File: src/rtl/pcl_pkg.sv
`timescale 1ns / 1ps

package pcl_pkg;

	// Widths fixed by the item fields.
	localparam int unsigned FUNC_W  = 3;
	localparam int unsigned DATA_W  = 32;
	localparam int unsigned POS_W   = 7;
	localparam int unsigned STAT_W  = 2;
	localparam int unsigned COUNT_W = 7;
	// A cell index; six bits address at most 64 entries.
	localparam int unsigned IDX_W   = 6;

	// Operation codes carried by func.
	typedef enum logic [FUNC_W-1:0] {
		FN_INS_FRONT = 3'd0,
		FN_INS_BACK  = 3'd1,
		FN_DEL_FRONT = 3'd2,
		FN_DEL_BACK  = 3'd3,
		FN_INS_AT    = 3'd4,
		FN_DEL_AT    = 3'd5,
		FN_DUMP      = 3'd6,
		FN_NOP       = 3'd7
	} func_t;

	// Result status codes.
	typedef enum logic [STAT_W-1:0] {
		ST_OK     = 2'd0,
		ST_BADPOS = 2'd1,
		ST_FULL   = 2'd2,
		ST_EMPTY  = 2'd3
	} status_t;

	// What the whole chain does in one cycle.
	typedef enum logic [1:0] {
		CH_NONE   = 2'd0,
		CH_INSERT = 2'd1,
		CH_DELETE = 2'd2,
		CH_ROTATE = 2'd3
	} chain_op_t;

	// Broadcast to every cell.
	typedef struct packed {
		chain_op_t        op;
		logic [IDX_W-1:0] idx;   // insert or delete point
		logic [IDX_W-1:0] last;  // index of the tail entry, for rotation
	} chain_ctrl_t;

	// Controller states.
	typedef enum logic {
		S_IDLE = 1'b0,
		S_DUMP = 1'b1
	} state_t;

endpackage

File: src/rtl/pcl_cell.sv
`timescale 1ns / 1ps

module pcl_cell #(
	parameter int unsigned INDEX = 0
) (
	input  logic                       clk,
	input  pcl_pkg::chain_ctrl_t       ctrl,
	input  logic [pcl_pkg::DATA_W-1:0] new_value,
	input  logic [pcl_pkg::DATA_W-1:0] left_value,
	input  logic [pcl_pkg::DATA_W-1:0] right_value,
	input  logic [pcl_pkg::DATA_W-1:0] head_value,
	output logic [pcl_pkg::DATA_W-1:0] entry
);

	localparam logic [pcl_pkg::IDX_W-1:0] MY_IDX = pcl_pkg::IDX_W'(INDEX);

	logic [pcl_pkg::DATA_W-1:0] entry_q;
	logic [pcl_pkg::DATA_W-1:0] entry_d;

	// Each cell picks its own source from the broadcast operation and its place.
	always_comb begin
		entry_d = entry_q;
		unique case (ctrl.op)
			pcl_pkg::CH_INSERT: begin
				if (MY_IDX == ctrl.idx) begin
					entry_d = new_value;
				end else if (MY_IDX > ctrl.idx) begin
					entry_d = left_value;
				end
			end
			pcl_pkg::CH_DELETE: begin
				if (MY_IDX >= ctrl.idx) begin
					entry_d = right_value;
				end
			end
			pcl_pkg::CH_ROTATE: begin
				if (MY_IDX == ctrl.last) begin
					entry_d = head_value;
				end else if (MY_IDX < ctrl.last) begin
					entry_d = right_value;
				end
			end
			default: begin
				entry_d = entry_q;
			end
		endcase
	end

	always_ff @(posedge clk) begin
		entry_q <= entry_d;
	end

	assign entry = entry_q;

endmodule

File: src/rtl/positional_circular_list_core.sv
`timescale 1ns / 1ps

// Channel  Handshake              Payload
// in       in_valid / in_ready    func, value, position
// out      out_valid / out_ready  status, count, item_value, last_item
//
// Every operation but a dump gives one result item, back to back while out_ready is high.
// A dump of N entries first enters the dump state, then gives N result items, one per
// cycle while out_ready is high; the chain rotates once per item and is restored at the end.
// No input is taken until the last dump item is loaded.
// Reset clears the entry count and the handshake state; entries are not cleared.
// A stalled result holds in the output register; input is taken again once it
// is taken or while it is being taken.

module positional_circular_list_core #(
	parameter int unsigned CAPACITY = 32
) (
	input  logic                        clk,
	input  logic                        arst_n,
	input  logic                        in_valid,
	output logic                        in_ready,
	input  logic [pcl_pkg::FUNC_W-1:0]  func,
	input  logic signed [pcl_pkg::DATA_W-1:0] value,
	input  logic [pcl_pkg::POS_W-1:0]   position,
	output logic                        out_valid,
	input  logic                        out_ready,
	output logic [pcl_pkg::STAT_W-1:0]  status,
	output logic [pcl_pkg::COUNT_W-1:0] count,
	output logic signed [pcl_pkg::DATA_W-1:0] item_value,
	output logic                        last_item
);

	localparam logic [pcl_pkg::COUNT_W-1:0] CAP = pcl_pkg::COUNT_W'(CAPACITY);

	pcl_pkg::state_t state_q, state_d;
	logic [pcl_pkg::COUNT_W-1:0] len_q, len_d;
	logic [pcl_pkg::COUNT_W-1:0] remain_q, remain_d;
	logic                        out_valid_q;
	logic [pcl_pkg::STAT_W-1:0]  status_q;
	logic [pcl_pkg::COUNT_W-1:0] count_q;
	logic [pcl_pkg::DATA_W-1:0]  item_value_q;
	logic                        last_item_q;

	logic                        out_free;
	logic                        fire_in;
	logic                        out_load;
	pcl_pkg::status_t            status_d;
	logic [pcl_pkg::DATA_W-1:0]  item_value_d;
	logic                        last_item_d;
	logic                        start_dump;
	pcl_pkg::chain_ctrl_t        ctrl;

	logic [pcl_pkg::DATA_W-1:0]  entry [CAPACITY];
	logic                        full;
	logic                        empty;
	logic [pcl_pkg::IDX_W-1:0]   len_idx;
	logic [pcl_pkg::IDX_W-1:0]   tail_idx;
	logic [pcl_pkg::IDX_W-1:0]   pos_idx;
	logic [pcl_pkg::POS_W-1:0]   pos_m1;

	assign out_free = !out_valid_q || out_ready;
	assign in_ready = (state_q == pcl_pkg::S_IDLE) && out_free;
	assign fire_in  = in_valid && in_ready;

	assign full     = (len_q >= CAP);
	assign empty    = (len_q == '0);
	assign len_idx  = len_q[pcl_pkg::IDX_W-1:0];
	assign tail_idx = pcl_pkg::IDX_W'(len_q - 7'd1);
	assign pos_m1   = position - 7'd1;
	assign pos_idx  = pos_m1[pcl_pkg::IDX_W-1:0];

	// Next state.
	always_comb begin
		state_d = state_q;
		unique case (state_q)
			pcl_pkg::S_IDLE: begin
				if (start_dump) begin
					state_d = pcl_pkg::S_DUMP;
				end
			end
			pcl_pkg::S_DUMP: begin
				if (out_free && remain_q == 7'd1) begin
					state_d = pcl_pkg::S_IDLE;
				end
			end
			default: begin
				state_d = pcl_pkg::S_IDLE;
			end
		endcase
	end

	// Decode of the operation, chain control and the next result item.
	always_comb begin
		ctrl         = '{op: pcl_pkg::CH_NONE, idx: '0, last: tail_idx};
		len_d        = len_q;
		remain_d     = remain_q;
		out_load     = 1'b0;
		status_d     = pcl_pkg::ST_OK;
		item_value_d = '0;
		last_item_d  = 1'b1;
		start_dump   = 1'b0;
		unique case (state_q)
			pcl_pkg::S_IDLE: begin
				if (fire_in) begin
					out_load = 1'b1;
					unique case (pcl_pkg::func_t'(func))
						pcl_pkg::FN_INS_FRONT, pcl_pkg::FN_INS_BACK: begin
							if (full) begin
								status_d = pcl_pkg::ST_FULL;
							end else begin
								ctrl.op  = pcl_pkg::CH_INSERT;
								ctrl.idx = (pcl_pkg::func_t'(func) == pcl_pkg::FN_INS_FRONT)
									? '0 : len_idx;
								len_d    = len_q + 7'd1;
							end
						end
						pcl_pkg::FN_DEL_FRONT, pcl_pkg::FN_DEL_BACK: begin
							if (empty) begin
								status_d = pcl_pkg::ST_EMPTY;
							end else begin
								ctrl.op  = pcl_pkg::CH_DELETE;
								ctrl.idx = (pcl_pkg::func_t'(func) == pcl_pkg::FN_DEL_FRONT)
									? '0 : tail_idx;
								len_d    = len_q - 7'd1;
							end
						end
						pcl_pkg::FN_INS_AT: begin
							if (position == '0 || position > len_q + 7'd1) begin
								status_d = pcl_pkg::ST_BADPOS;
							end else if (full) begin
								status_d = pcl_pkg::ST_FULL;
							end else begin
								ctrl.op  = pcl_pkg::CH_INSERT;
								ctrl.idx = pos_idx;
								len_d    = len_q + 7'd1;
							end
						end
						pcl_pkg::FN_DEL_AT: begin
							if (position == '0 || position > len_q) begin
								status_d = pcl_pkg::ST_BADPOS;
							end else begin
								ctrl.op  = pcl_pkg::CH_DELETE;
								ctrl.idx = pos_idx;
								len_d    = len_q - 7'd1;
							end
						end
						pcl_pkg::FN_DUMP: begin
							if (empty) begin
								status_d = pcl_pkg::ST_EMPTY;
							end else begin
								// The first item of the dump is produced in the next state.
								out_load   = 1'b0;
								start_dump = 1'b1;
								remain_d   = len_q;
							end
						end
						default: begin
							status_d = pcl_pkg::ST_OK;
						end
					endcase
				end
			end
			pcl_pkg::S_DUMP: begin
				// Emit the head and rotate the list by one entry.
				if (out_free) begin
					out_load     = 1'b1;
					item_value_d = entry[0];
					last_item_d  = (remain_q == 7'd1);
					remain_d     = remain_q - 7'd1;
					ctrl.op      = pcl_pkg::CH_ROTATE;
				end
			end
			default: begin
				out_load = 1'b0;
			end
		endcase
	end

	// Chain of entry cells.
	for (genvar i = 0; i < CAPACITY; i++) begin : g_cell
		logic [pcl_pkg::DATA_W-1:0] left_v;
		logic [pcl_pkg::DATA_W-1:0] right_v;
		if (i == 0) begin : g_first
			assign left_v = '0;
		end else begin : g_mid_l
			assign left_v = entry[i-1];
		end
		if (i == CAPACITY - 1) begin : g_last
			assign right_v = entry[0];
		end else begin : g_mid_r
			assign right_v = entry[i+1];
		end
		pcl_cell #(
			.INDEX(i)
		) u_cell (
			.clk        (clk),
			.ctrl       (ctrl),
			.new_value  (value),
			.left_value (left_v),
			.right_value(right_v),
			.head_value (entry[0]),
			.entry      (entry[i])
		);
	end

	// Control registers.
	always_ff @(posedge clk or negedge arst_n) begin
		if (!arst_n) begin
			state_q     <= pcl_pkg::S_IDLE;
			len_q       <= '0;
			remain_q    <= '0;
			out_valid_q <= 1'b0;
		end else begin
			state_q  <= state_d;
			len_q    <= len_d;
			remain_q <= remain_d;
			if (out_load) begin
				out_valid_q <= 1'b1;
			end else if (out_ready) begin
				out_valid_q <= 1'b0;
			end
		end
	end

	// Output payload register.
	always_ff @(posedge clk) begin
		if (out_load) begin
			status_q     <= status_d;
			count_q      <= len_d;
			item_value_q <= item_value_d;
			last_item_q  <= last_item_d;
		end
	end

	assign out_valid  = out_valid_q;
	assign status     = status_q;
	assign count      = count_q;
	assign item_value = item_value_q;
	assign last_item  = last_item_q;

`ifndef SYNTH
	a_count_bound: assert property (@(posedge clk) disable iff (!arst_n)
		out_valid |-> count <= CAP)
		else $error("result count exceeds capacity");

	a_len_stable_dump: assert property (@(posedge clk) disable iff (!arst_n)
		state_q == pcl_pkg::S_DUMP |=> $stable(len_q))
		else $error("length changed during a dump");

	a_dump_continues: assert property (@(posedge clk) disable iff (!arst_n)
		out_valid && out_ready && !last_item |=> out_valid)
		else $error("dump stopped before its last item");

	a_value_zero: assert property (@(posedge clk) disable iff (!arst_n)
		out_valid && status != pcl_pkg::ST_OK |-> item_value == '0)
		else $error("nonzero value on an error result");
`endif

endmodule

File: config.mk
export PLATFORM = sky130hd
export DESIGN_NAME = positional_circular_list_core
export DESIGN_NICKNAME = d
export VERILOG_FILES = /design/src/rtl/pcl_pkg.sv /design/src/rtl/pcl_cell.sv /design/src/rtl/positional_circular_list_core.sv
export SDC_FILE = /design/constraint.sdc
export NUM_CORES = 2
export LEC_CHECK = 0
export BUFFER_PORTS_ARGS = -buffer_cell sky130_fd_sc_hd__buf_2
export CAP_MARGIN = 20
export CORE_MARGIN = 5
export CORE_UTILIZATION = 50
export CTS_BUF_LIST = sky130_fd_sc_hd__clkbuf_16
export DETAILED_ROUTE_END_ITERATION = 7
export PLACE_DENSITY_LB_ADDON = 0.15
export SLEW_MARGIN = 20
export SYNTH_ARGS = -nofsm -noshare
export SYNTH_HDL_FRONTEND = slang
export SYNTH_SLANG_ARGS = --single-unit
File: constraint.sdc
create_clock -name clk -period 8.28 [get_ports clk]
set_input_delay 0.828 -clock clk [delete_from_list [all_inputs] [get_ports clk]]
set_output_delay 0.828 -clock clk [all_outputs]
set_load 0.02 [all_outputs]
==> run summary <==
The run finished, with violations left. The final reports fail on DRC. The netlist area before placement was 0.0596 mm². The total global-route track usage was 0.327. The kind of critical path was reg2reg. The post-synthesis mux area share was 0.0494; the number of instances in the synthesized netlist was 5372.

The tool flagged a number of max-cap violations equal to 0. Counting I/O delays and the setup requirement, the final critical path takes 6.14 ns. The main combinational cell family by area after synthesis was compound AO/OA/AOI/OAI gates. In this run, post-CTS hold repair placed 0 buffers. After clock tree synthesis, the setup repair step added 0 buffers. For the clock skew, the log shows 0.0221 ns. Number of buffers on the longest clock path: 3.

The area growth from synthesis to layout is 8.76%. Final number of max-transition violations: 0. Setup repair after global routing left no endpoint under its margin.

After detailed routing, the number of remaining DRC violations is 6. The logs give 49782 for the via count of the first global-routing pass and 5439 for the number of nets produced by synthesis. Ranked by instance count, the synthesized netlist is headed by sky130_fd_sc_hd__edfxtp_1 (1066), sky130_fd_sc_hd__a22oi_1 (772), sky130_fd_sc_hd__nand3_1 (610). The logs give 118 for the CTS buffer count and 6697 for the non-filler instance count after layout. Fraction of synthesis flops using an asynchronous set or reset pin: 0.0148.

Among cell families on the critical path, the largest total delay comes from buffers and inverters. The length in cells of the worst reg-to-reg path is 15. The leakage component of the power was 0.0209 µW. The cell type contributing the most total cell area after synthesis was sky130_fd_sc_hd__edfxtp_1. After legalization and detailed placement, the total HPWL measured 133000 µm.

Leading register cell type out of synthesis: sky130_fd_sc_hd__edfxtp_1. Counting tap cells, the placed design contains a total of 6477 instances. The first global-routing pass estimated 321000 µm of wire. By area the synthesized netlist is led by sky130_fd_sc_hd__edfxtp_1 (54%), sky130_fd_sc_hd__a22oi_1 (9.7%), sky130_fd_sc_hd__o211ai_1 (7.3%), sky130_fd_sc_hd__nand3_1 (5.1%), sky130_fd_sc_hd__mux2i_1 (4.9%). The insertion delay to the later sink of the worst-skew pair was 0.73 ns. Setup violations remaining at the end of the flow were counted as 0. Among all cell types in the netlist, the one instantiated most often is sky130_fd_sc_hd__edfxtp_1. For this design the ratio of total power to cell area is 452 mW/mm². Walking the worst path, the cells encountered are inv_2 > ha_1 > inv_1 > ha_1 > nand3b_1 > a21oi_1 > o22ai_1 > a32oi_1 > a21oi_2 > nor2_2 > nand3_1 > or2_1 > buf_4 > a311oi_4 > buf_4. From bottom edge to top edge, the die measures 355 µm. The xor and xnor area share after synthesis was 0.00235; the share of synthesized cell area in and, or, nand and nor gates was 0.0931. Before antenna repair, the detailed router went through 8 iterations. In the routed layout, each cell is associated on average with a via count of 7.58. The die is 355 µm wide.

In this run, the number of DRC markers left after iteration 0 of detailed routing was 7426. The total routed wirelength is 215000 µm. The type of element launching the critical path is a flop.

For the number of antenna violations at the first check in global routing, the log shows 10. The arrival time of data at the critical path endpoint is 6.47 ns. The initial core utilization is 0.504. The top cell type's share of synthesized area was 0.537; the post-synthesis share of cell area spent on full adders, half adders and majority gates was 0.00441. The tools report the maximum operating frequency as 0.163 GHz. During I/O placement, the number of pins put on the boundary was 90. For the worst setup path, the data required time is 8.61 ns. The share of the synthesized area in compound gates (AO/OA/AOI/OAI) was 0.255. The post-layout net count is 5132, and the area of the core is 0.118 mm². The sequential share of the synthesized area is 0.544. Global routing finished with a remaining overflow of 0. The hold violation total from the final report is 0.

The tools report the normalized max-slew margin as 0.226. The logic depth of the worst setup path including buffers works out to 15. Entering global routing, the biggest net connects 199 pins. The min-delay analysis places its worst path in the category in2async.

CTS saw 1082 sinks. TritonCTS built the clock tree. The delay of the slowest cell on the worst path came out at 0.71 ns. Routability-driven placement finished with a final weighted congestion of 0.978. Along the worst path, the maximum fanout reaches 33. After clock tree synthesis, the clock-pin slew on the worst setup and hold paths is 0.06 ns. The routed layout has 50766 vias. Gates resized during post-CTS repair numbered 0. The maximum ir drop on the vdd rail was 0.382 mV. Post-route antenna net violation count: 0.

The H-tree depth reported by CTS is 3, and the area of the die is 0.126 mm². The detail-routed net length per standard cell was 32.1 µm. The slowest stage of the critical path is the sky130_fd_sc_hd__ha_1 cell. The run gives 79 as the number of unique standard cell types used by synthesis.

The filler cells instantiated in the layout total 10246. Number of cell rows: 126. Sort of element at the end of the critical path: a flop. The synthesized design contains 1066 enable-type register cells. The post-route fraction of the period consumed by the critical path was 0.741.

Port buffering added 89 buffers. The worst-margin pin slew is 1.16 ns. The post-synthesis register bit count came out at 1082.

Yosys printed 0 warnings. Layout cell share with drive strength beyond 1: 0.108. The cell at the root of the clock tree was sky130_fd_sc_hd__clkbuf_16. The buffering stage count on the worst path with inverters included is 4, and the summed negative setup slack over all endpoints is 0 ns. In this run the mean area of a mapped cell was 11.1 µm².
## worst reg2reg max path, stage by stage, from the launching register on
cell	delay (ns)
sky130_fd_sc_hd__dfrtp_1	0.61
sky130_fd_sc_hd__inv_2	0.21
sky130_fd_sc_hd__ha_1	0.71
sky130_fd_sc_hd__inv_1	0.31
sky130_fd_sc_hd__ha_1	0.38
sky130_fd_sc_hd__nand3b_1	0.08
sky130_fd_sc_hd__a21oi_1	0.18
sky130_fd_sc_hd__o22ai_1	0.16
sky130_fd_sc_hd__a32oi_1	0.37
sky130_fd_sc_hd__a21oi_2	0.18
sky130_fd_sc_hd__nor2_2	0.63
sky130_fd_sc_hd__nand3_1	0.35
sky130_fd_sc_hd__or2_1	0.31
sky130_fd_sc_hd__buf_4	0.32
sky130_fd_sc_hd__a311oi_4	0.33
sky130_fd_sc_hd__buf_4	0.60
## power breakdown
| part | leakage [µW] | internal, µW | switching [µW] |
|---|---|---|---|
| logic | 0.00867 | 3840 | 8280 |
| registers | 0.0103 | 10600 | 1570 |
| clock network | 0.00187 | 2770 | 2270 |
## registers in the layout (all words and copies together) (netlist names)
register and count:
g_cell.u_cell.entry 1024, item_value 32, count 7, len_q 7
remain_q 7, status 2, last_item 1, out_valid 1
state_q 1
## cell families (layout without fill, tap and decap cells)
group	after synthesis	after routing
compound gates	2092	2092
xor+xnor	16	16
fa+ha+maj	21	21
buf+inv	752	538
flops	1082	1082
mux	294	294
other cells	0	3
simple gates	1115	1115
## routing by layer
metal / wire length, µm / share of wire / global-route usage / vias up
met5: 139 / 0.00065 / 0.00615 / -
met2: 98100 / 0.46 / 0.516 / 3276
li1: - / - / - / 21184
met1: 84700 / 0.39 / 0.449 / 25700
met3: 23600 / 0.11 / 0.0703 / 594
met4: 8510 / 0.040 / 0.116 / 12
## area by class of cell
class | instances | area (µm²) | area share
tap | 1536 | 1920 | 0.0296
inverter | 47 | 176 | 0.00272
clock inverter | 92 | 551 | 0.00849
antenna | 3 | 7.51 | 0.000116
clock buffer | 121 | 3030 | 0.0467
timing repair buffer | 278 | 1970 | 0.0304
multi-input combinational | 3538 | 24800 | 0.382
sequential | 1082 | 32400 | 0.500
## stage by stage
stage / util / power, µW / setup slack, ns / hold slack [ns] / area, µm²
after floorplan: - / 19600 / 1.73 / 0.482 / 59600
after global placement: 0.517 / 23600 / 2.49 / 0.507 / 61100
after detailed placement: 0.517 / 23900 / 2.35 / 0.524 / 61200
after CTS: 0.548 / 29000 / 2.34 / 0.00379 / 64700
after global routing: 0.548 / 30600 / 1.89 / 0.0355 / 64800
final: 0.548 / 29300 / 2.14 / 0.0325 / 64800
## cell usage in the layout (no fill, tap or decap), types with 93 or more instances in the layout
| master | n |
|---|---|
| sky130_fd_sc_hd__clkbuf_16 | 121 |
| sky130_fd_sc_hd__a32oi_1 | 98 |
| sky130_fd_sc_hd__o21ai_0 | 271 |
| sky130_fd_sc_hd__o211ai_1 | 576 |
| sky130_fd_sc_hd__a22oi_1 | 772 |
| sky130_fd_sc_hd__nand2_1 | 204 |
| sky130_fd_sc_hd__a221o_1 | 96 |
| sky130_fd_sc_hd__mux2i_1 | 293 |
| sky130_fd_sc_hd__edfxtp_1 | 1066 |
| sky130_fd_sc_hd__nand3_1 | 604 |
| sky130_fd_sc_hd__o21ai_1 | 93 |
| sky130_fd_sc_hd__buf_4 | 179 |
## final timing paths
| kind | slack, ns | from | end |
|---|---|---|---|
| hold / removal | 0.03 | arst_n | len_q[1]$_DFF_PN0_ |
| max in group asynchronous | 7.97 | arst_n | remain_q[0]$_DFFE_PN0P_ |
| setup / recovery | 2.14 | len_q[0]$_DFF_PN0_ | g_cell[0].u_cell.entry[6]$_DFFE_PP_ |
| hold reg to reg | 0.54 | remain_q[0]$_DFFE_PN0P_ | remain_q[0]$_DFFE_PN0P_ |
| setup reg to reg | 2.14 | len_q[0]$_DFF_PN0_ | g_cell[0].u_cell.entry[6]$_DFFE_PP_ |
| min in group clk | 0.47 | in_valid | out_valid$_DFFE_PN0P_ |
No activity file was read; power rests on OpenSTA's default activity.
